### src/hw/rtl/rect_overlap_max_component_area_macros.svh
// Assertion helpers for the rectangle grouping block.
// Both macros sample on clk and are disabled while arst_n is low.
`ifndef RECT_OVERLAP_MAX_COMPONENT_AREA_MACROS_SVH
`define RECT_OVERLAP_MAX_COMPONENT_AREA_MACROS_SVH
`ifndef SYNTHESIS
`define ROVA_CHECK(lbl, prop) \
	lbl: assert property (@(posedge clk) disable iff (!arst_n) prop) \
	else $error("rova check failed");
`define ROVA_NEVER(lbl, expr) \
	lbl: assert property (@(posedge clk) disable iff (!arst_n) !(expr)) \
	else $error("rova forbidden condition");
`else
`define ROVA_CHECK(lbl, prop)
`define ROVA_NEVER(lbl, expr)
`endif
`endif

### src/hw/rtl/rova_pkg.sv
`default_nettype none
package rova_pkg;
	localparam int DEF_MAX_RECTS = 1024;
	localparam int COORD_W       = 16;
	localparam int AREA_W        = 48;
	localparam int OUT_W         = 42;

	// one command per controller step
	typedef struct packed {
		logic capture;
		logic load;
		logic p1_rd;
		logic p1_chk;
		logic p1_acc;
		logic fin;
		logic p2_rd;
		logic p2_mk;
		logic p2_wr;
		logic bump;
		logic emit;
	} cmd_t;

	typedef struct packed {
		logic full;
		logic n_zero;
		logic last_j;
		logic last_item;
		logic out_busy;
	} sts_t;
endpackage
`default_nettype wire

### src/hw/rtl/rova_ctrl.sv
`default_nettype none
module rova_ctrl (
	input  wire             clk,
	input  wire             arst_n,
	input  wire             in_valid,
	output logic            in_ready,
	input  rova_pkg::sts_t  sts,
	output rova_pkg::cmd_t  cmd
);
	import rova_pkg::*;

	typedef enum logic [3:0] {
		S_IDLE, S_LOAD, S_P1RD, S_P1CHK, S_P1ACC, S_FIN,
		S_P2RD, S_P2MK, S_P2WR, S_POST, S_DONE
	} state_t;

	state_t state_q;

	assign in_ready = (state_q == S_IDLE);

	always_comb begin
		cmd         = '0;
		cmd.capture = (state_q == S_IDLE) && in_valid;
		cmd.load    = (state_q == S_LOAD);
		cmd.p1_rd   = (state_q == S_P1RD);
		cmd.p1_chk  = (state_q == S_P1CHK);
		cmd.p1_acc  = (state_q == S_P1ACC);
		cmd.fin     = (state_q == S_FIN);
		cmd.p2_rd   = (state_q == S_P2RD);
		cmd.p2_mk   = (state_q == S_P2MK);
		cmd.p2_wr   = (state_q == S_P2WR);
		cmd.bump    = (state_q == S_POST);
		cmd.emit    = (state_q == S_DONE) && !sts.out_busy;
	end

	always_ff @(posedge clk or negedge arst_n) begin
		if (!arst_n) begin
			state_q <= S_IDLE;
		end else begin
			case (state_q)
				S_IDLE: begin
					if (in_valid)
						state_q <= sts.full ? S_POST : S_LOAD;
				end
				S_LOAD:  state_q <= sts.n_zero ? S_FIN : S_P1RD;
				S_P1RD:  state_q <= S_P1CHK;
				S_P1CHK: state_q <= S_P1ACC;
				S_P1ACC: state_q <= sts.last_j ? S_FIN : S_P1RD;
				S_FIN:   state_q <= sts.n_zero ? S_POST : S_P2RD;
				S_P2RD:  state_q <= S_P2MK;
				S_P2MK:  state_q <= S_P2WR;
				S_P2WR:  state_q <= sts.last_j ? S_POST : S_P2RD;
				S_POST:  state_q <= sts.last_item ? S_DONE : S_IDLE;
				S_DONE: begin
					if (!sts.out_busy)
						state_q <= S_IDLE;
				end
				default: state_q <= S_IDLE;
			endcase
		end
	end
endmodule
`default_nettype wire

### config.mk
export PLATFORM = sky130hd
export DESIGN_NAME = rova_ctrl
export DESIGN_NICKNAME = d
export VERILOG_FILES = /design/src/hw/rtl/rect_overlap_max_component_area_macros.svh /design/src/hw/rtl/rova_pkg.sv /design/src/hw/rtl/rova_ctrl.sv
export SDC_FILE = /design/constraint.sdc
export NUM_CORES = 1
export LEC_CHECK = 0
export BUFFER_PORTS_ARGS = -buffer_cell sky130_fd_sc_hd__buf_2
export CAP_MARGIN = 25
export CORE_AREA = 2 2 39 41
export CTS_CLUSTER_SIZE = 40
export DETAILED_ROUTE_END_ITERATION = 12
export DIE_AREA = 0 0 41 43
export GPL_ROUTABILITY_DRIVEN = 1
export PLACE_DENSITY = 0.6
export SYNTH_ARGS = -nofsm -noshare
export SYNTH_HDL_FRONTEND = slang
export SYNTH_SLANG_ARGS = --single-unit
### constraint.sdc
create_clock -name clk -period 2 [get_ports clk]
set_input_delay 0.1 -clock clk [delete_from_list [all_inputs] [get_ports clk]]
set_output_delay 0.1 -clock clk [all_outputs]
set_load 0.02 [all_outputs]
==> out/qor.txt <==
commonest non-fill, non-tap cell in the layout -> buf_2
Total GRT Usage -> 15.1%
grt ovf -> 0
Avg Cell Area, Syn -> 7.14 um2
Worst slew margin -> 66.6%
Max Fclk -> 0.549 GHz
DR vias -> 508
DP Wirelength -> 846 um
Starting Density -> 32.0%
n_diodes -> 0
Worst EP arrival -> 1720 ps
register bit total from synthesis -> 4
share of the yosys chip area belonging to registers -> 22.6%
DRT Pass-1 Iters -> 3
Tightest Pin Transition -> 500 ps
Post-layout nets -> 90
Vias per Instance -> 5.29
Routed met3 length -> 49 um
Synth area leader -> dfrtp_1
Resize count post-CTS -> 0
CP endpoint kind -> primary output
1st-iter DRT viols -> 9
footprint of the multi-input gates -> 290 um2
total clock sinks -> 4
number of global-route vias before repair -> 457
TritonCTS clock tree -> done
Die W -> 41 um
maxcap violations -> 0
die area -> 1760 um2
unrepaired setup endpoints after global routing -> no
Top Ports -> 20
Yosys top cell area share -> 22.6%
share of layout cells above drive strength 1 -> 30.0%
Synth Warn # -> 0
sequential cell area -> 100 um2
Post-Syn Instances -> 62
Max Slew Vio Count -> 0
largest net degree at the start of global routing -> 19
setup violators final -> 0
Top Layer Used -> met3
Startpoint Class -> register
clk_skew -> 0.219 ps
Fill cells -> 145
initial antenna violation count -> 0
outcome -> finished, final reports clean
syn_nets -> 70
Final Cell Area -> 564 um2
Final period util -> 91.0%
H-tree levels -> 1
max FFs per register -> 4
Final ANT Viol Nets -> 0
clk slew on worst S/H paths -> 40 ps
WL/cell -> 12.1 um
wl on met1 -> 539 um
Die Y -> 43 um
critical path peak fanout -> 18
clk buf depth -> 2
most frequent cells in the layout -> 19 x buf_2, 8 x nor2_1, 6 x nor3_1, 5 x inv_1, 5 x o21ai_0
Inst Count DP -> 92
placed cell area -> 532 um2
final WL -> 1160 um
CP required -> 1900 ps
Synth area leaders -> dfrtp_1 23%, nor3_1 6.8%, nor2_1 6.8%
PD cells -> 1540 nW/um2
# DRC -> 0
PortBufs -> 19
Hold WC Path Type -> input port to register
P&R area growth vs syn -> 27.4%
Period minus WS final -> 1820 ps
Cell variety after synth -> 29
GP Congestion -> 0.847
Setup CP Type -> register to primary output
Cell Count, Final, Fillers Out -> 96
clk_lat worst skew -> 230 ps
root buf cell -> clkbuf_4
Peak VDD IR -> 517 uV
Largest regs -> state_q: 4 flops
first-pass GRT wire length -> 1900 um
Cell Area, Synth -> 443 um2
Largest Register -> state_q
num rows -> 14
LEAKAGE -> 0.272 nW
core box area -> 1380 um2
TNS Setup -> 0 ps
Min Hold Slack -> 176 ps
cts bufs inserted -> 3
Final Hold Viols -> 0
met2 WL post-DR -> 576 um
## per-stage QoR
stage / setup slack, ps / utilization, % / power [mW]
after floorplan: 458 / - / 0.654
after global placement: 458 / 38.4 / 0.764
after detailed placement: 444 / 38.4 / 0.769
after CTS: 186 / 40.8 / 0.875
after global routing: 113 / 40.8 / 0.949
final: 180 / 40.8 / 0.869
## synthesized netlist by cell type
cell type	count
nor2_1	8
nor3_1	6
inv_1	5
o21ai_0	5
dfrtp_1	4
buf_2	3
nand2_1	3
a32oi_1	2
clkbuf_1	2
nand2b_1	2
nand3_1	2
nor2b_1	2
o221a_1	2
a211oi_1	1
a21boi_0	1
a21oi_1	1
a22o_1	1
a22oi_1	1
a2bb2oi_1	1
a31oi_1	1
and2_1	1
and2b_1	1
buf_6	1
nor4b_1	1
o221ai_1	1
o22ai_1	1
o311ai_0	1
o32a_1	1
or4_4	1
## metal layers
layer / vias up / global-route usage, %
li1: 265 / -
met1: 229 / 20.6
met2: 14 / 23.1
met3: 0 / 0.524
met4: 0 / 7.33
met5: - / 0
## critical path, stage by stage, from the launching register on
cell	delay [ps]
dfrtp_1	550
or4_4	600
inv_1	70
and2_1	110
buf_2	150
## cells by family (layout without fill, tap and decap cells)
logic type             Yosys count  count (layout)  synth area share, %
AOI/OAI and AO/OA               20              20                 33.9
buffers and inverters           11              29                 11.9
DFF                              4               4                 22.6
and+or+nand+nor                 27              27                 31.6
## cell type report
class / instances / share of cell area (%)
multi-input combinational: 47 / 51.4
timing repair buffer: 21 / 20.0
sequential: 4 / 17.7
clock buffer: 3 / 3.99
tap: 16 / 3.55
inverter: 5 / 3.33
## path summary, 6_finish.rpt
| path | from | to | slack, ps | cells past startpoint |
|---|---|---|---|---|
| min | in_valid | state_q[0] | 180 | 2 |
| min in group asynchronous | arst_n | state_q[0] | 200 | 2 |
| max in group asynchronous | arst_n | state_q[1] | 1680 | 2 |
| min reg2reg | state_q[0] | state_q[0] | 680 | 2 |
| max | state_q[1] | cmd[10] | 180 | 4 |
| max reg2reg | state_q[1] | state_q[3] | 470 | 4 |
## power breakdown
part,switching (mW),internal [mW],leakage [nW]
Clock,0.0328,0.0671,0.0138
Combinational,0.314,0.234,0.208
Sequential,0.103,0.117,0.0504
Total,0.450,0.418,0.272
## timing repair
item / in CTS / in global routing
setup buffers: 0 / 0
endpoints found under the hold margin: 4 / 0
hold buffers: 1 / 0
No activity file was read; power rests on OpenSTA's default activity.
